--- src/mms_pkg.sv ---
// Shared types, codes and transition tables for the motion mode supervisor.
// No dependencies; imported by motion_mode_supervisor.
`timescale 1ns / 1ps

package mms_pkg;

  localparam int unsigned ElapsedBitsDef = 24;
  localparam int unsigned ElapsedOutW    = 24;
  localparam int unsigned ModeW          = 3;
  localparam int unsigned TicksW         = 16;
  localparam int unsigned CfgDataW       = 16;
  localparam int unsigned CfgIdxW        = 2;

  localparam logic [ModeW-1:0]  ModeMax          = 3'd4;
  localparam logic [ModeW-1:0]  DefaultModeRst   = 3'd0;
  localparam logic              SafetyEnableRst  = 1'b1;
  localparam logic [TicksW-1:0] TransTicksRst    = 16'd1000;

  typedef enum logic [1:0] {
    CMD_REQUEST = 2'd0,
    CMD_TICK    = 2'd1,
    CMD_RESET   = 2'd2
  } cmd_e;

  typedef enum logic [1:0] {
    ST_SUCCESS = 2'd0,
    ST_INVALID = 2'd1,
    ST_NOT_ALLOWED = 2'd2,
    ST_SAFETY  = 2'd3
  } status_e;

  typedef enum logic [2:0] {
    EV_NONE      = 3'd0,
    EV_STARTED   = 3'd1,
    EV_FAILED    = 3'd2,
    EV_SAFETY    = 3'd3,
    EV_CHANGED   = 3'd4,
    EV_COMPLETED = 3'd5
  } event_e;

  typedef enum logic [CfgIdxW-1:0] {
    REG_DEFAULT_MODE  = 2'd0,
    REG_SAFETY_ENABLE = 2'd1,
    REG_TRANS_TICKS   = 2'd2
  } cfg_reg_e;

  typedef enum logic [ModeW-1:0] {
    MODE_PASSIVE    = 3'd0,
    MODE_DAMPING    = 3'd1,
    MODE_JOINT      = 3'd2,
    MODE_STAND      = 3'd3,
    MODE_LOCOMOTION = 3'd4
  } mode_e;

  typedef struct packed {
    logic [1:0]        cmd;
    logic [ModeW-1:0]  req_mode;
    logic              force_flag;
    logic [TicksW-1:0] tick_count;
  } mms_in_t;

  typedef struct packed {
    logic [1:0]             status_code;
    logic [2:0]             event_code;
    logic [ModeW-1:0]       event_from_mode;
    logic [ModeW-1:0]       event_to_mode;
    logic [ModeW-1:0]       mode_now;
    logic [ModeW-1:0]       mode_before;
    logic                   in_transition;
    logic [ElapsedOutW-1:0] elapsed_out;
    logic                   last_result;
  } mms_out_t;

  // Fixed allowed-transition table: bit t of row f allows f -> t.
  function automatic logic mode_allowed(logic [ModeW-1:0] from, logic [ModeW-1:0] to);
    logic [4:0] row;
    case (from)
      MODE_PASSIVE:    row = 5'h0E;
      MODE_DAMPING:    row = 5'h0D;
      MODE_JOINT:      row = 5'h1B;
      MODE_STAND:      row = 5'h15;
      MODE_LOCOMOTION: row = 5'h0C;
      default:         row = 5'h00;
    endcase
    mode_allowed = (to <= ModeMax) ? row[to] : 1'b0;
  endfunction

  // Safety rules: from passive only damping or stand; locomotion only from
  // stand or joint.
  function automatic logic mode_safe(logic [ModeW-1:0] from, logic [ModeW-1:0] to);
    if (from == MODE_PASSIVE) begin
      mode_safe = (to == MODE_DAMPING) || (to == MODE_STAND);
    end else if (to == MODE_LOCOMOTION) begin
      mode_safe = (from == MODE_STAND) || (from == MODE_JOINT);
    end else begin
      mode_safe = 1'b1;
    end
  endfunction

endpackage

--- src/motion_mode_supervisor.sv ---
// Motion mode supervisor: mode state, request checks, timed transitions and
// a three-word result queue. Depends on mms_pkg.
//
//   channel | direction | handshake              | payload
//   in      | input     | in_valid_i/in_ready_o  | in_data_i  (mms_in_t)
//   out     | output    | out_valid_o/out_ready_i| out_data_o (mms_out_t)
//   cfg     | input     | cfg_valid_i/cfg_ready_o| cfg_index_i, cfg_data_i
//
// One input word per cycle while ready: checks and the elapsed add-compare are one
// level of logic ahead of the result queue. A word yields one or two result words,
// which leave the queue one per cycle unless stalled. in_ready_o is high while at
// most one result waits, so a stalled output stops input after two queued results.
// Reset clears the queue and loads the reset register values; cfg is always ready.
`timescale 1ns / 1ps

module motion_mode_supervisor #(
  parameter int unsigned ELAPSED_BITS = mms_pkg::ElapsedBitsDef
) (
  input  logic                           clk_i,
  input  logic                           rst_ni,
  input  logic                           in_valid_i,
  output logic                           in_ready_o,
  input  mms_pkg::mms_in_t               in_data_i,
  output logic                           out_valid_o,
  input  logic                           out_ready_i,
  output mms_pkg::mms_out_t              out_data_o,
  input  logic                           cfg_valid_i,
  output logic                           cfg_ready_o,
  input  logic [mms_pkg::CfgIdxW-1:0]    cfg_index_i,
  input  logic [mms_pkg::CfgDataW-1:0]   cfg_data_i
);
  import mms_pkg::*;

  localparam int unsigned QDepth = 3;

  // configuration
  logic [ModeW-1:0]  default_mode_q;
  logic              safety_en_q;
  logic [TicksW-1:0] trans_ticks_q;

  // mode state
  logic [ModeW-1:0]        cur_q, cur_d;
  logic [ModeW-1:0]        prior_q, prior_d;
  logic [ModeW-1:0]        goal_q, goal_d;
  logic                    pend_q, pend_d;
  logic [ELAPSED_BITS-1:0] elapsed_q, elapsed_d;

  // result queue
  mms_out_t   queue_q [QDepth];
  logic [1:0] head_q, tail_q;
  logic [1:0] count_q, count_d;

  logic     in_fire, out_fire;
  mms_out_t res0, res1;
  logic     two_res;

  logic [ELAPSED_BITS:0]   sum_ext;
  logic [ELAPSED_BITS-1:0] sum_sat;
  logic [ElapsedOutW-1:0]  elapsed_rep;

  function automatic logic [1:0] q_next(logic [1:0] p);
    q_next = (p == 2'(QDepth - 1)) ? 2'd0 : p + 2'd1;
  endfunction

  assign cfg_ready_o = 1'b1;
  assign in_ready_o  = (count_q < 2'd2);
  assign in_fire     = in_valid_i && in_ready_o;
  assign out_valid_o = (count_q != 2'd0);
  assign out_fire    = out_valid_o && out_ready_i;
  assign out_data_o  = queue_q[head_q];

  // saturating elapsed add
  assign sum_ext = {1'b0, elapsed_q} + (ELAPSED_BITS+1)'(in_data_i.tick_count);
  assign sum_sat = sum_ext[ELAPSED_BITS] ? {ELAPSED_BITS{1'b1}} : sum_ext[ELAPSED_BITS-1:0];

  generate
    if (ELAPSED_BITS > ElapsedOutW) begin : g_rep_sat
      assign elapsed_rep = (elapsed_d > ELAPSED_BITS'({ElapsedOutW{1'b1}})) ?
                           {ElapsedOutW{1'b1}} : elapsed_d[ElapsedOutW-1:0];
    end else begin : g_rep_ext
      assign elapsed_rep = ElapsedOutW'(elapsed_d);
    end
  endgenerate

  always_comb begin
    logic [1:0]       status;
    logic [2:0]       ev;
    logic [ModeW-1:0] ev_from, ev_to;
    status  = ST_SUCCESS;
    ev      = EV_NONE;
    ev_from = '0;
    ev_to   = '0;
    two_res = 1'b0;
    cur_d     = cur_q;
    prior_d   = prior_q;
    goal_d    = goal_q;
    pend_d    = pend_q;
    elapsed_d = elapsed_q;

    case (in_data_i.cmd)
      CMD_REQUEST: begin
        if (in_data_i.req_mode > ModeMax) begin
          status = ST_INVALID;
        end else if (in_data_i.req_mode == cur_q) begin
          status = ST_SUCCESS;
        end else if (!in_data_i.force_flag &&
                     !mode_allowed(cur_q, in_data_i.req_mode)) begin
          status  = ST_NOT_ALLOWED;
          ev      = EV_FAILED;
          ev_from = cur_q;
          ev_to   = in_data_i.req_mode;
        end else if (!in_data_i.force_flag && safety_en_q &&
                     !mode_safe(cur_q, in_data_i.req_mode)) begin
          status  = ST_SAFETY;
          ev      = EV_SAFETY;
          ev_from = cur_q;
          ev_to   = in_data_i.req_mode;
        end else begin
          prior_d   = cur_q;
          goal_d    = in_data_i.req_mode;
          pend_d    = 1'b1;
          elapsed_d = '0;
          ev        = EV_STARTED;
          ev_from   = cur_q;
          ev_to     = in_data_i.req_mode;
        end
      end
      CMD_TICK: begin
        if (pend_q) begin
          elapsed_d = sum_sat;
          if (sum_sat >= ELAPSED_BITS'(trans_ticks_q)) begin
            prior_d = cur_q;
            cur_d   = goal_q;
            pend_d  = 1'b0;
            two_res = 1'b1;
            ev      = EV_CHANGED;
            ev_from = cur_q;
            ev_to   = goal_q;
          end
        end
      end
      CMD_RESET: begin
        cur_d     = default_mode_q;
        prior_d   = default_mode_q;
        goal_d    = default_mode_q;
        pend_d    = 1'b0;
        elapsed_d = '0;
      end
      default: begin
      end
    endcase

    res0.status_code     = status;
    res0.event_code      = ev;
    res0.event_from_mode = ev_from;
    res0.event_to_mode   = ev_to;
    res0.mode_now        = cur_d;
    res0.mode_before     = prior_d;
    res0.in_transition   = pend_d;
    res0.elapsed_out     = elapsed_rep;
    res0.last_result     = !two_res;

    // completion word follows the mode-changed word
    res1             = res0;
    res1.event_code  = EV_COMPLETED;
    res1.last_result = 1'b1;
  end

  always_comb begin
    count_d = count_q;
    if (in_fire) begin
      count_d = count_d + (two_res ? 2'd2 : 2'd1);
    end
    if (out_fire) begin
      count_d = count_d - 2'd1;
    end
  end

  always_ff @(posedge clk_i or negedge rst_ni) begin
    if (!rst_ni) begin
      default_mode_q <= DefaultModeRst;
      safety_en_q    <= SafetyEnableRst;
      trans_ticks_q  <= TransTicksRst;
    end else if (cfg_valid_i && cfg_ready_o) begin
      case (cfg_index_i)
        REG_DEFAULT_MODE: begin
          default_mode_q <= (cfg_data_i[ModeW-1:0] > ModeMax) ? ModeMax
                                                                : cfg_data_i[ModeW-1:0];
        end
        REG_SAFETY_ENABLE: begin
          safety_en_q <= cfg_data_i[0];
        end
        REG_TRANS_TICKS: begin
          trans_ticks_q <= cfg_data_i[TicksW-1:0];
        end
        default: begin
        end
      endcase
    end
  end

  always_ff @(posedge clk_i or negedge rst_ni) begin
    if (!rst_ni) begin
      cur_q     <= DefaultModeRst;
      prior_q   <= DefaultModeRst;
      goal_q    <= DefaultModeRst;
      pend_q    <= 1'b0;
      elapsed_q <= '0;
    end else if (in_fire) begin
      cur_q     <= cur_d;
      prior_q   <= prior_d;
      goal_q    <= goal_d;
      pend_q    <= pend_d;
      elapsed_q <= elapsed_d;
    end
  end

  always_ff @(posedge clk_i or negedge rst_ni) begin
    if (!rst_ni) begin
      head_q  <= '0;
      tail_q  <= '0;
      count_q <= '0;
    end else begin
      count_q <= count_d;
      if (out_fire) begin
        head_q <= q_next(head_q);
      end
      if (in_fire) begin
        tail_q <= two_res ? q_next(q_next(tail_q)) : q_next(tail_q);
      end
    end
  end

  // queue payload, no reset
  always_ff @(posedge clk_i) begin
    if (in_fire) begin
      queue_q[tail_q] <= res0;
      if (two_res) begin
        queue_q[q_next(tail_q)] <= res1;
      end
    end
  end

endmodule
--- config.mk ---
export PLATFORM = sky130hd
export DESIGN_NAME = motion_mode_supervisor
export DESIGN_NICKNAME = d
export VERILOG_FILES = /design/src/mms_pkg.sv /design/src/motion_mode_supervisor.sv
export SDC_FILE = /design/constraint.sdc
export NUM_CORES = 1
export LEC_CHECK = 0
export BUFFER_PORTS_ARGS = -buffer_cell sky130_fd_sc_hd__buf_2
export CAP_MARGIN = 20
export CORE_ASPECT_RATIO = 0.5
export CORE_MARGIN = 3
export CORE_UTILIZATION = 30
export DETAILED_ROUTE_END_ITERATION = 10
export PLACE_DENSITY = 0.53
export RECOVER_POWER = 100
export SYNTH_ARGS = -nofsm -noshare
export SYNTH_HDL_FRONTEND = slang
export SYNTH_SLANG_ARGS = --single-unit
--- constraint.sdc ---
create_clock -name clk_i -period 7.45 [get_ports clk_i]
set_clock_uncertainty 0.15 [all_clocks]
set_input_delay 0.745 -clock clk_i [delete_from_list [all_inputs] [get_ports clk_i]]
set_output_delay 0.745 -clock clk_i [all_outputs]
set_load 0.01 [all_outputs]
Word-level counts from Yosys, hierarchy flattened. Memories as Yosys holds them, arrays and structs flattened. Cells that the tools add are included. Widths: inputs -> output; s select.

Flip-flop bits (word level): 60. Memory bits (writable): 129. Word-level logic and storage cells: 143. Memories: 1.

Memory list: queue_q (words 3, width 43, read ports 1, clocked after memory_dff 0, wr ports 2, line motion_mode_supervisor.sv:49) `mms_out_t queue_q [QDepth];`.

Add/sub/neg operators: 6. Order comparisons: 6. Equality and inequality tests: 19. Mux-type cells: 80. Reductions and logical operators: 20.

Operators by type and width (number): $mux 24 (6); $pmux 24 s3 (1); $mux 3 (23); $mux 2 (16); $pmux 3 s2 (5); $add 24x16->25 (1); $pmux 5 s5 (1); $ge 24x16->1 (1); $mux 1 (22); $mux 5 (3); $eq 2x2->1 const B (5); $eq 3x2->1 const B (3); $pmux 3 s3 (1); $ne 2x2->1 const B (4); $add 2x1->2 const B (3); $eq 3x1->1 const B (2); $eq 3x3->1 const B (2); $gt 3x3->1 const B (2); $reduce_and 2->1 (3); $reduce_and 6->1 (1); $logic_and 1x1->1 (5); $eq 2x1->1 const B (2); $logic_not 1->1 (4); $logic_not 2->1 (2); 11 further kinds (13).

Logic depth before layout (Yosys ltp). Gate-level depths: netlist of run 1.

Depth after elaboration: 21. Mapped depth: 24.

Worst setup path before layout of run 1. OpenSTA, ideal clock, no wires.

Kind: input to register. Start point: in in_data_i[0] (netlist bit). End point: mem queue_q[0][10] (netlist bit) (enable). Library setup time: 0.394 ns. Arrival time: 5.419 ns. Data required time: 6.906 ns. Setup slack: 1.487 ns. Stages on the path: 21. Cell sequence: ha_1 fa_1 a211oi_2 nor4_1 nor2_1 nand2_1 a21o_1 nand2_1 clkbuf_1 nand2_1 ha_1 nand4_1 a211oi_1 a41o_1 a2111oi_2 and2_4 a41oi_4 a21oi_1 nand2b_1 buf_2 inv_1.

RTL lines: start: declaration (line motion_mode_supervisor.sv:23) `input mms_pkg::mms_in_t in_data_i,`; end: declaration (line motion_mode_supervisor.sv:49).

==> qor.tcl, run 1 <==
set qor(outcome) {finished with violations}
set qor(violated_checks) {max-capacitance violations, max-slew violations}
set qor(power.density_cell_area_mw_per_mm2) 329
set qor(ir_worst_vdd_mv) 0.157
set qor(synthCells) 1075
set qor(io_pins) 91
set qor(routabilityCongestion) 0.885
set qor(critical_path.endpoint_type) {flip-flop}
set qor(route.top_layer_used) {met4}
set qor(num_vias) 8239
set qor(cts_num_sinks) 189
set qor(cts_buffers) 17
set qor(num_rows) 47
set qor(finalSetupViolCount) 0
set qor(track_usage_pct) 15.4
set qor(antenna_found_initial) 0
set qor(path_clk_slew_ns) 0.07
set qor(timing.max_cap.violations) 3
set qor(dp_hpwl_mm) 20.1
set qor(placedCellCount) 1572
set qor(cts.hold.buffers_added) 0
set qor(vias_per_cell) 5.14
set qor(initial_utilization_pct) 31.1
set qor(mostFrequentLayoutCell) {sky130_fd_sc_hd__nor2_1}
set qor(min-delay-start) {queue_q[1][38]}
set qor(category_of_the_most_critical_setup_path) {in2reg}
set qor(grt_start_max_net_pins) 89
set qor(critical_path.startpoint) {in_data_i[0]}
set qor(first_pass_iters) 4
set qor(post-cts-setup-buffers) 0
set qor(chipWidth_um) 271
set qor(synthesis.nets) 1158
set qor(number_of_distinct_library_cells_after_synthesis) 77
set qor(cp_data_required_time_ns) 7.37
set qor(clockBufferDepth) 2
set qor(critical_path.startpoint_type) {input pin}
set qor(multiInputGateArea_sq_mm) 0.00474
set qor(syn-mean-instance-area_sq_um) 9.79
set qor(total_power_mw) 3.87
set qor(worst-path-max-fanout) 39
set qor(final.min_clock_period_ns) 6.48
set qor(cts_root_buffer) {sky130_fd_sc_hd__clkbuf_16}
set qor(ant_nets) 0
set qor(post_drt_wl_per_cell_um) 18.1
set qor(synth.yosys.seq_area_share_pct) 50.0
set qor(finalWirelength_mm) 29.1
set qor(final-hold-violation-count) 0
set qor(rsz_0062_raised_after_global_routing) {false}
set qor(syn_to_final_growth_pct) 11.7
set qor(wire_length_of_the_first_global_routing_pass_mm) 45.4
set qor(final_cell_mix) {sky130_fd_sc_hd__nor2_1, sky130_fd_sc_hd__nand2_1, sky130_fd_sc_hd__edfxtp_1, sky130_fd_sc_hd__o21ai_0, sky130_fd_sc_hd__dfrtp_1}
set qor(cts_tree) {yes}
set qor(tcrit_tclk_final_pct) 87.0
set qor(cp.arrival_ns) 6.40
set qor(ys.flop_type) {sky130_fd_sc_hd__edfxtp_1}
set qor(maxClockFrequency_mhz) 154
set qor(nets) 1209
set qor(metal1_wirelength_mm) 13.3
set qor(synth_seq_cells) 189
set qor(post_route_cells_drive_above_1_share_pct) 11.0
set qor(reg2reg_from) {elapsed_q[0]}
set qor(fillers) 3423
set qor(yosys-mux-area-fraction_pct) 6.71
set qor(clock_tree.htree_level_count) 4
set qor(synth_compound_gate_area_share_pct) 16.8
set qor(post_synth_simple_gate_area_pct) 15.7
set qor(main_combinational_cell_family_by_area_after_synthesis) {compound AO/OA/AOI/OAI gates}
set qor(synthesis.area_sq_mm) 0.0105
set qor(wl_met2_mm) 14.1
set qor(instances_no_fill) 1604
set qor(met3_length_mm) 1.37
set qor(sequential_cell_area_sq_mm) 0.00527
set qor(leakage_power_total_nw) 4.47
set qor(fp.dieH_um) 138
set qor(synth-adder-area-share_pct) 4.59
set qor(fin_tns_setup_ns) 0
set qor(holdCritPathClass) {reg2reg}
set qor(synth_enable_flop_cells) 117
set qor(tightestPinTransition_ns) 3.63
set qor(relSlewSlack_pct) -142
set qor(synth-async-reset-ratio_pct) 31.7
set qor(antenna_cells_inserted) 0
set qor(drc_errors) 0
set qor(grt_pass1_vias) 7895
set qor(portBuffers) 89
set qor(yosys.area_share.xor_xnor_pct) 1.73
set qor(cts_repair_resize_count) 0
set qor(dieArea_sq_mm) 0.0375
set qor(drt-initial-drc-count) 553
set qor(core_area_sq_mm) 0.0338
set qor(grt_overflow_total) 0
set qor(clock_latency_ns) 0.44
set qor(synth-warning-count) 0
set qor(final-max-slew-violation-count) 173
synth_stat cells (4+ instances only):
| cell | number | share of area, % |
|---|---|---|
| sky130_fd_sc_hd__a21boi_0 | 4 | 0.29 |
| sky130_fd_sc_hd__xor2_1 | 9 | 0.75 |
| sky130_fd_sc_hd__a21o_1 | 10 | 0.71 |
| sky130_fd_sc_hd__dfxtp_1 | 12 | 2.3 |
| sky130_fd_sc_hd__dfstp_2 | 7 | 1.7 |
| sky130_fd_sc_hd__nor3_1 | 11 | 0.52 |
| sky130_fd_sc_hd__o31ai_1 | 8 | 0.57 |
| sky130_fd_sc_hd__o211ai_1 | 6 | 0.43 |
| sky130_fd_sc_hd__nand3_1 | 12 | 0.57 |
| sky130_fd_sc_hd__dfrtp_1 | 53 | 13 |
| sky130_fd_sc_hd__nor2_1 | 153 | 5.5 |
| sky130_fd_sc_hd__ha_1 | 37 | 4.4 |
| sky130_fd_sc_hd__nand2_1 | 136 | 4.8 |
| sky130_fd_sc_hd__clkbuf_1 | 34 | 1.2 |
| sky130_fd_sc_hd__a22o_1 | 6 | 0.50 |
| sky130_fd_sc_hd__o21ai_0 | 101 | 4.8 |
| sky130_fd_sc_hd__buf_2 | 20 | 0.95 |
| sky130_fd_sc_hd__a211oi_1 | 7 | 0.50 |
| sky130_fd_sc_hd__and2_1 | 8 | 0.48 |
| sky130_fd_sc_hd__a31oi_1 | 9 | 0.53 |
| sky130_fd_sc_hd__inv_1 | 37 | 1.3 |
| sky130_fd_sc_hd__a22oi_1 | 18 | 1.3 |
| sky130_fd_sc_hd__o21a_1 | 7 | 0.50 |
| sky130_fd_sc_hd__nor2b_1 | 9 | 0.53 |
| sky130_fd_sc_hd__o21ai_1 | 5 | 0.24 |
| sky130_fd_sc_hd__nand4_1 | 10 | 0.59 |
| sky130_fd_sc_hd__xnor2_1 | 10 | 0.83 |
| sky130_fd_sc_hd__nand3b_1 | 4 | 0.29 |
| sky130_fd_sc_hd__o21ai_2 | 4 | 0.33 |
| sky130_fd_sc_hd__and3_1 | 5 | 0.30 |
| sky130_fd_sc_hd__a21oi_1 | 50 | 2.4 |
| sky130_fd_sc_hd__buf_4 | 8 | 0.57 |
| sky130_fd_sc_hd__a32oi_1 | 6 | 0.50 |
| sky130_fd_sc_hd__a31o_2 | 4 | 0.33 |
| sky130_fd_sc_hd__buf_1 | 4 | 0.14 |
| sky130_fd_sc_hd__nand2b_1 | 7 | 0.42 |
| sky130_fd_sc_hd__edfxtp_1 | 117 | 33 |
| sky130_fd_sc_hd__mux2i_1 | 47 | 4.5 |
| sky130_fd_sc_hd__mux2_2 | 21 | 2.2 |
area by class of cell:
type	instances	share of cell area (%)
flip-flops and latches	189	44.8
multi-input cells	779	40.3
repair buffers	100	3.93
well taps	465	4.95
clock buffers	18	3.65
inverters	39	1.24
clock inverters	14	1.13
flip-flops by register name (all words and copies together), names as in the netlist:
name,count
count_q,2
queue_q,129
pend_q,1
tail_q,2
trans_ticks_q,16
elapsed_q,24
goal_q,3
safety_en_q,1
head_q,2
cur_q,3
prior_q,3
default_mode_q,3
layer usage:
layer  vias to the layer above  track usage [%]
li1                       3966                -
met1                      4043             20.6
met2                       210             25.7
met3                        20             3.20
met4                         0             3.68
met5                         -                0
metrics by stage:
stage / utilization, % / setup WS [ns] / instance area, sq um / hold WS (ns)
2_1_floorplan: - / 1.49 / 10500 / 0.273
3_3_place_gp: 33.5 / 1.12 / 11300 / 0.285
3_5_place_dp: 33.5 / 0.913 / 11300 / 0.289
4_1_cts: 35.1 / 1.36 / 11900 / 0.307
5_1_grt: 34.8 / 0.519 / 11800 / 0.345
6_report: 34.8 / 0.968 / 11800 / 0.304
power by group:
group / switching [mW] / internal, mW
logic: 0.967 / 0.512
clock network: 0.421 / 0.467
registers: 0.145 / 1.35
worst paths after layout:
check	to	slack [ns]	cells after the start
min in group asynchronous	head_q[0]	1.49	2
max in group asynchronous	head_q[1]	3.38	2
setup reg to reg	queue_q[0][15]	1.01	20
hold / removal	queue_q[1][38]	0.30	2
setup / recovery	queue_q[0][15]	0.97	21
hold reg to reg	queue_q[1][38]	0.30	2
cells by family after synthesis:
logic type / count (synthesis)
compound gates: 275
xor+xnor: 20
fa+ha+maj: 38
buf+inv: 107
flops: 189
mux: 68
other cells: 1
simple gates: 377
worst max-delay path, cell delays in order:
cell                        delay (ns)
sky130_fd_sc_hd__buf_2            0.12
sky130_fd_sc_hd__ha_1             0.24
sky130_fd_sc_hd__fa_1             0.44
sky130_fd_sc_hd__a211oi_1         0.39
sky130_fd_sc_hd__nor4_1           0.10
sky130_fd_sc_hd__nor2_1           0.22
sky130_fd_sc_hd__nand2_1          0.20
sky130_fd_sc_hd__a21o_1           0.23
sky130_fd_sc_hd__nand2_1          0.53
sky130_fd_sc_hd__nand2_1          0.19
sky130_fd_sc_hd__ha_1             0.37
sky130_fd_sc_hd__nand4_1          0.17
sky130_fd_sc_hd__a211oi_1         0.28
sky130_fd_sc_hd__a41o_1           0.23
sky130_fd_sc_hd__a2111oi_0        0.06
sky130_fd_sc_hd__and2_0           0.22
sky130_fd_sc_hd__a41oi_1          0.43
sky130_fd_sc_hd__a21oi_1          0.12
sky130_fd_sc_hd__nand2b_1         0.43
sky130_fd_sc_hd__inv_1            0.13
sky130_fd_sc_hd__buf_4            0.51
Power figures use the tool's default switching activity.
==> run 2: changes to the inputs <==
- ABC_AREA: not set -> 1
==> run 2 against run 1 <==
Net effect: the flow still finishes with violations (max-capacitance violations, max-slew violations); non-clock buffer count fell by 4; via count rose by 11%; routed wire length rose by 8.4%; clock power rose by 5.4%; hold slack improved by 0.0090 ns; setup slack improved by 0.87 ns; global-route usage rose by 0.53 points; register-to-register slack improved by 0.83 ns; combinational power rose by 42%; die area rose by 5.6%; largest cell class unchanged.
==> qor.tcl, run 2 <==
set qor(outcome) {finished with violations}
set qor(violated_checks) {max-capacitance violations, max-slew violations}
set qor(internal-power_mw) 2.48
set qor(num_vias) 9162
set qor(synth-warning-count) 0
set qor(final.min_clock_period_ns) 5.61
set qor(cts.hold.buffers_added) 0
set qor(clock_tree.htree_level_count) 4
set qor(clock_latency_ns) 0.44
set qor(clockBufferDepth) 2
set qor(sequentialPowerShare_pct) 33.8
set qor(relSlewSlack_pct) -134
set qor(syn-mean-instance-area_sq_um) 8.02
set qor(finalSetupViolCount) 0
set qor(flip_flop_count_of_the_largest_register_all_copies_and_words_added) 129
set qor(initial_utilization_pct) 30.7
set qor(vias_per_cell) 4.70
set qor(worst_path_max_delay_cell) {sky130_fd_sc_hd__dfrtp_1}
set qor(finalWirelength_mm) 31.5
set qor(cts_repair_resize_count) 0
set qor(postLayoutCellArea_sq_mm) 0.0124
set qor(fp.dieH_um) 142
set qor(final-max-slew-violation-count) 153
set qor(cp.arrival_ns) 5.64
set qor(tcrit_tclk_final_pct) 75.3
set qor(finalHoldWorstSlack_ns) 0.313
set qor(yosys-top-cells-area) {sky130_fd_sc_hd__edfxtp_1, sky130_fd_sc_hd__dfrtp_1, sky130_fd_sc_hd__nand2_1}
set qor(syn_to_final_growth_pct) 11.6
set qor(crit_top_cell) {sky130_fd_sc_hd__nand2_1}
set qor(postLayoutCoreUtil_pct) 34.3
set qor(portBuffers) 89
set qor(wire_length_of_the_first_global_routing_pass_mm) 49.2
set qor(grt_start_max_net_pins) 61
set qor(worst-path-max-fanout) 46
set qor(number_of_distinct_library_cells_after_synthesis) 51
set qor(path_clk_slew_ns) 0.08
set qor(synthesis.area_sq_mm) 0.0111
set qor(core_area_sq_mm) 0.0362
set qor(antenna_found_initial) 2
set qor(crit_family) {simple AND/OR/NAND/NOR gates}
set qor(timing.max_cap.violations) 3
set qor(ir_worst_vdd_mv) 0.177
set qor(power.density_cell_area_mw_per_mm2) 369
set qor(fin_tns_setup_ns) 0
set qor(placed_area_sq_mm) 0.0120
set qor(drt-initial-drc-count) 719
set qor(cts_root_buffer) {sky130_fd_sc_hd__clkbuf_16}
set qor(track_usage_pct) 16.0
set qor(category_of_the_most_critical_setup_path) {reg2reg}
set qor(num_rows) 49
set qor(dieArea_sq_mm) 0.0396
set qor(dp_hpwl_mm) 22.4
set qor(leakage_power_total_nw) 5.46
set qor(top_register) {queue_q}
set qor(clockPowerShare_pct) 20.4
set qor(chipWidth_um) 278
set qor(synth_top_cells_by_count) {sky130_fd_sc_hd__nand2_1, sky130_fd_sc_hd__inv_1, sky130_fd_sc_hd__nor2_1}
set qor(grt_overflow_total) 0
set qor(nets) 1536
set qor(synth_seq_cells) 189
set qor(synth_enable_flop_cells) 117
set qor(cts_buffers) 17
set qor(synthDominantAreaCellType) {sky130_fd_sc_hd__edfxtp_1}
set qor(post-cts-setup-buffers) 0
set qor(final-hold-violation-count) 0
set qor(drc_errors) 0
set qor(synthesis.nets) 1471
set qor(cts_num_sinks) 189
set qor(tightestPinTransition_ns) 3.51
set qor(ys.flop_type) {sky130_fd_sc_hd__edfxtp_1}
set qor(ant_nets) 0
set qor(critical_path.startpoint_type) {flip-flop}
set qor(synth.yosys.seq_area_share_pct) 47.3
set qor(routabilityCongestion) 0.926
set qor(grt_pass1_vias) 8548
set qor(io_pins) 91
set qor(synthMostInstantiatedCell) {sky130_fd_sc_hd__nand2_1}
set qor(critical_path.endpoint_type) {flip-flop}
set qor(swShare_pct) 46.0
set qor(critPathBufInv) 2
set qor(rsz_0062_raised_after_global_routing) {false}
set qor(power.switching_mw) 2.11
set qor(synth-async-reset-ratio_pct) 31.7
set qor(holdCritPathClass) {reg2reg}
set qor(maxClockFrequency_mhz) 178
set qor(area_share_of_the_largest_cell_type_after_synthesis_pct) 31.6
set qor(synthCells) 1388
set qor(combinationalPowerShare_pct) 45.8
set qor(post_route_cells_drive_above_1_share_pct) 9.00
set qor(final_cell_mix) {sky130_fd_sc_hd__nand2_1, sky130_fd_sc_hd__inv_1, sky130_fd_sc_hd__nor2_1, sky130_fd_sc_hd__edfxtp_1, sky130_fd_sc_hd__nand3_1}
set qor(mostFrequentLayoutCell) {sky130_fd_sc_hd__nand2_1}
set qor(max_incr_delay_on_cp_ns) 0.45
set qor(post_drt_wl_per_cell_um) 16.2
set qor(cts_tree) {yes}
set qor(antenna_cells_inserted) 0
set qor(total_power_mw) 4.59
set qor(first_pass_iters) 5
set qor(largest_registers) {queue_q (129), elapsed_q (24), trans_ticks_q (16)}
set qor(cp_data_required_time_ns) 7.48
-- run 2: changes by cell type in the layout (fill, tap and decap cells not counted), moves of 21 or more --
| cell | change |
|---|---|
| sky130_fd_sc_hd__inv_1 | +175 |
| sky130_fd_sc_hd__mux2_2 | -21 |
| sky130_fd_sc_hd__mux2i_1 | -47 |
| sky130_fd_sc_hd__nand2_1 | +198 |
| sky130_fd_sc_hd__nand3_1 | +79 |
| sky130_fd_sc_hd__nor2_1 | +31 |
| sky130_fd_sc_hd__o211ai_1 | +47 |
| sky130_fd_sc_hd__o21ai_0 | -23 |
-- run 2: cell type report --
type / instances / area (sq um)
clock inverter: 14 / 149
inverter: 222 / 845
sequential: 189 / 5260
multi-input combinational: 927 / 4690
fill: 3836 / 23800
timing repair buffer: 96 / 430
tap: 484 / 606
clock buffer: 18 / 439
-- run 2: cell families after synthesis --
| group | synth area share, % |
|---|---|
| adders and majority gates | 4.34 |
| and+or+nand+nor | 26.2 |
| DFF | 47.3 |
| xor gates and xnor gates | 1.02 |
| buffers and inverters | 10.0 |
| other | 0.0337 |
| AOI/OAI and AO/OA | 11.1 |
-- run 2: power by group through the flow --
stage,registers [mW],clock network (mW),logic [mW]
CTS,1.55,0.948,2.18
global placement,1.57,0,2.17
finish,1.55,0.936,2.10
global route,1.58,0.993,2.37
detailed placement,1.57,0,2.18
floorplan,1.49,0,1.51
-- run 2: through the flow --
stage | setup slack (ns) | instances
final | 1.84 | 1950
after floorplan | 3.00 | 1388
after CTS | 2.47 | 1949
after detailed placement | 2.11 | 1917
after global routing | 1.31 | 1950
after global placement | 2.16 | 1917
-- run 2: final timing paths --
kind	slack (ns)	start	end	depth (start not counted)
min reg2reg	0.31	queue_q[2][0]	queue_q[2][0]	2
min	0.31	queue_q[2][0]	queue_q[2][0]	2
max	1.84	elapsed_q[0]	queue_q[0][31]	26
min in group asynchronous	1.45	rst_ni	elapsed_q[4]	2
max in group asynchronous	3.69	rst_ni	trans_ticks_q[14]	2
max reg2reg	1.84	elapsed_q[0]	queue_q[0][31]	26
-- run 2: layer usage --
layer | vias to the layer above | part of all wire, % | track usage [%]
met5 | - | 0.044 | 0
met4 | 4 | 2.1 | 4.47
met3 | 36 | 4.3 | 2.62
met2 | 183 | 46 | 25.7
met1 | 4311 | 47 | 22.5
li1 | 4628 | - | -
-- run 2: worst reg2reg max path, stage by stage (launching register included) --
cell,delay (ns)
sky130_fd_sc_hd__dfrtp_1,0.45
sky130_fd_sc_hd__ha_1,0.27
sky130_fd_sc_hd__fa_1,0.42
sky130_fd_sc_hd__nand2_1,0.11
sky130_fd_sc_hd__nand3_1,0.11
sky130_fd_sc_hd__nand3_2,0.07
sky130_fd_sc_hd__nand3_1,0.13
sky130_fd_sc_hd__nand3_1,0.12
sky130_fd_sc_hd__nand2_1,0.23
sky130_fd_sc_hd__or2_2,0.41
sky130_fd_sc_hd__ha_1,0.30
sky130_fd_sc_hd__a21oi_1,0.14
sky130_fd_sc_hd__nand2_1,0.07
sky130_fd_sc_hd__nand2_1,0.05
sky130_fd_sc_hd__nand2_1,0.04
sky130_fd_sc_hd__nand2_1,0.05
sky130_fd_sc_hd__nand2_1,0.06
sky130_fd_sc_hd__a21oi_1,0.14
sky130_fd_sc_hd__nand3_1,0.10
sky130_fd_sc_hd__nor2_2,0.08
sky130_fd_sc_hd__nand2_1,0.28
sky130_fd_sc_hd__nand2_8,0.18
sky130_fd_sc_hd__clkinvlp_2,0.21
sky130_fd_sc_hd__nand2_1,0.32
sky130_fd_sc_hd__nand2_8,0.30
sky130_fd_sc_hd__inv_4,0.45
sky130_fd_sc_hd__nor2_1,0.12
==> run 3: changes to the inputs <==
- clock period: 7.45 -> 5.35 ns (I/O delays scaled with it)
==> run 3 against run 2 <==
Net effect: the run still ends with max-capacitance violations, max-slew violations left; sequential share of layout area down 0.36 points; count of clock-buffer cells in the layout down 1; cell count up 0.31%; hold slack worse by 0.14 ns; routed wire length up 0.57%; global-route usage up 0.098 points; non-clock buffer count up 6; utilization up 0.29 points; via count down 0.61%; setup slack worse by 1.3 ns; first-iteration DRC count down 26%.
==> qor.tcl, run 3 (synthesis results as in run 2) <==
set qor(cp.arrival_ns) 4.78
set qor(crit_family) {simple AND/OR/NAND/NOR gates}
set qor(clockBufferDepth) 2
set qor(vias_per_cell) 4.66
set qor(dieArea_sq_mm) 0.0396
set qor(crit_top_cell) {sky130_fd_sc_hd__nand3_1}
set qor(cts_root_buffer) {sky130_fd_sc_hd__clkbuf_16}
set qor(placedCellCount) 1923
set qor(worst_path_max_delay_cell) {sky130_fd_sc_hd__clkbuf_2}
set qor(finalHoldWorstSlack_ns) 0.174
set qor(outcome) {finished with violations}
set qor(ir_worst_vdd_mv) 0.376
set qor(multiInputGateArea_sq_mm) 0.00473
set qor(path_clk_slew_ns) 0.08
set qor(placed_area_sq_mm) 0.0120
set qor(combinationalPowerShare_pct) 45.9
set qor(swShare_pct) 46.1
set qor(leakage_power_total_nw) 5.57
set qor(wire_length_of_the_first_global_routing_pass_mm) 49.1
set qor(cp_data_required_time_ns) 5.28
set qor(clock_tree.htree_level_count) 4
set qor(crit_chain) {ha_1 > fa_1 > nand2_1 > nand3_1 > nand3_1 > nand3_2 > nand3_1 > nand2_1 > or2_2 > ha_1 > nand2_1 > inv_1 > nand3_1 > nor3_1 > a21oi_1 > nand3_1 > nor2_2 > nand2_4 > nand2_8 > inv_6 > nand2_4 > nand2_8 > clkbuf_2}
set qor(io_pins) 91
set qor(chipWidth_um) 278
set qor(post-cts-setup-buffers) 0
set qor(grt_overflow_total) 0
set qor(post_route_cells_drive_above_1_share_pct) 9.71
set qor(core_area_sq_mm) 0.0362
set qor(max_incr_delay_on_cp_ns) 0.48
set qor(final-hold-violation-count) 0
set qor(pre_cts_ws_ns) 0.363
set qor(post_drt_wl_per_cell_um) 16.2
set qor(num_rows) 49
set qor(fillers) 3827
set qor(initial_utilization_pct) 30.7
set qor(tcrit_tclk_final_pct) 90.8
set qor(category_of_the_most_critical_setup_path) {reg2reg}
set qor(fin_tns_setup_ns) 0
set qor(fp.dieH_um) 142
set qor(first_pass_iters) 5
set qor(clockPowerShare_pct) 20.7
set qor(final.setup.worst_slack_ns) 0.493
set qor(power.density_cell_area_mw_per_mm2) 514
set qor(drt-initial-drc-count) 535
set qor(finalWirelength_mm) 31.7
set qor(relSlewSlack_pct) -129
set qor(final.min_clock_period_ns) 4.86
set qor(tightestPinTransition_ns) 3.43
set qor(syn_to_final_growth_pct) 12.6
set qor(dp_hpwl_mm) 22.8
set qor(grt_pass1_vias) 8604
set qor(timing.max_cap.violations) 3
set qor(antenna_cells_inserted) 0
set qor(clock_latency_ns) 0.44
set qor(cts_buffers) 17
set qor(portBuffers) 89
set qor(violated_checks) {max-capacitance violations, max-slew violations}
set qor(sequentialPowerShare_pct) 33.4
set qor(holdCritPathClass) {in2reg}
set qor(worst-path-max-fanout) 29
set qor(routabilityCongestion) 0.931
set qor(nets) 1542
set qor(grt_start_max_net_pins) 61
set qor(postLayoutCellArea_sq_mm) 0.0125
set qor(mostFrequentLayoutCell) {sky130_fd_sc_hd__nand2_1}
set qor(track_usage_pct) 16.1
set qor(power.switching_mw) 2.97
set qor(critPathBufInv) 3
set qor(antenna_found_initial) 3
set qor(finalSetupViolCount) 0
set qor(critical_path.startpoint_type) {flip-flop}
set qor(maxClockFrequency_mhz) 206
set qor(top_register) {queue_q}
set qor(largest_registers) {queue_q (129), elapsed_q (24), trans_ticks_q (16)}
set qor(num_vias) 9106
set qor(drc_errors) 0
set qor(cts.hold.buffers_added) 0
set qor(rsz_0062_raised_after_global_routing) {false}
set qor(ant_nets) 0
set qor(internal-power_mw) 3.47
set qor(final-max-slew-violation-count) 153
set qor(sequential_cell_area_sq_mm) 0.00526
set qor(final_cell_mix) {sky130_fd_sc_hd__nand2_1, sky130_fd_sc_hd__inv_1, sky130_fd_sc_hd__nor2_1, sky130_fd_sc_hd__edfxtp_1, sky130_fd_sc_hd__nand3_1}
set qor(instances_no_fill) 1956
set qor(cts_tree) {yes}
set qor(cts_repair_resize_count) 0
set qor(flip_flop_count_of_the_largest_register_all_copies_and_words_added) 129
set qor(critical_path.endpoint_type) {flip-flop}
set qor(cts_num_sinks) 189
## run 3: changes by cell type in the layout (fill, tap and decap cells not counted), moves of 3 or more
cell,previous run,this run
sky130_fd_sc_hd__clkbuf_2,0,3
sky130_fd_sc_hd__nand2_4,1,5
sky130_fd_sc_hd__buf_4,4,7
sky130_fd_sc_hd__nand2_1,334,330
sky130_fd_sc_hd__clkinv_8,1,4
## run 3: worst register-to-register path, delay by kind of cell (launching register included)
family	cells	cell delay (ns)
buf+inv	3	0.67
simple gates	16	2.19
flops	1	0.43
fa+ha+maj	3	0.97
compound gates	1	0.11
## run 3: layout make-up
| cell class | instances | area share, % |
|---|---|---|
| sequential | 189 | 42.0 |
| multi-input combinational | 927 | 37.7 |
| inverter | 222 | 6.77 |
| tap | 484 | 4.83 |
| timing repair buffer | 102 | 3.73 |
| clock buffer | 17 | 3.39 |
| clock inverter | 15 | 1.56 |
## run 3: metrics by stage
stage	power [mW]	utilization (%)
after global placement	5.22	33.1
final	6.44	34.6
after global routing	6.96	34.6
after CTS	6.58	34.8
after floorplan	4.17	-
after detailed placement	5.23	33.1
## run 3: worst paths after layout
path,from,end,slack (ns),cells after the start
worst max-delay path,elapsed_q[0],queue_q[1][23],0.49,23
worst min-delay path,cfg_data_i[7],trans_ticks_q[7],0.17,3
worst max register to register,elapsed_q[0],queue_q[1][23],0.49,23
worst min register to register,queue_q[2][40],queue_q[2][40],0.32,2
max in group asynchronous,rst_ni,elapsed_q[7],1.91,2
min in group asynchronous,rst_ni,elapsed_q[12],1.16,2
## run 3: layer usage
layer	vias up	global-route usage (%)	part of all wire, %
met1	4259	21.6	47
met3	36	2.95	3.9
li1	4650	-	-
met5	-	0	0.11
met2	155	26.7	47
met4	6	4.91	2.1
## run 3: power by group through the flow
stage                     Sequential [mW]  Clock (mW)  Combinational [mW]
after global routing                 2.19        1.43                3.34
after global placement               2.18           0                3.04
after floorplan                      2.07           0                2.10
after CTS                            2.15        1.37                3.06
after detailed placement             2.17           0                3.05
final                                2.15        1.33                2.96
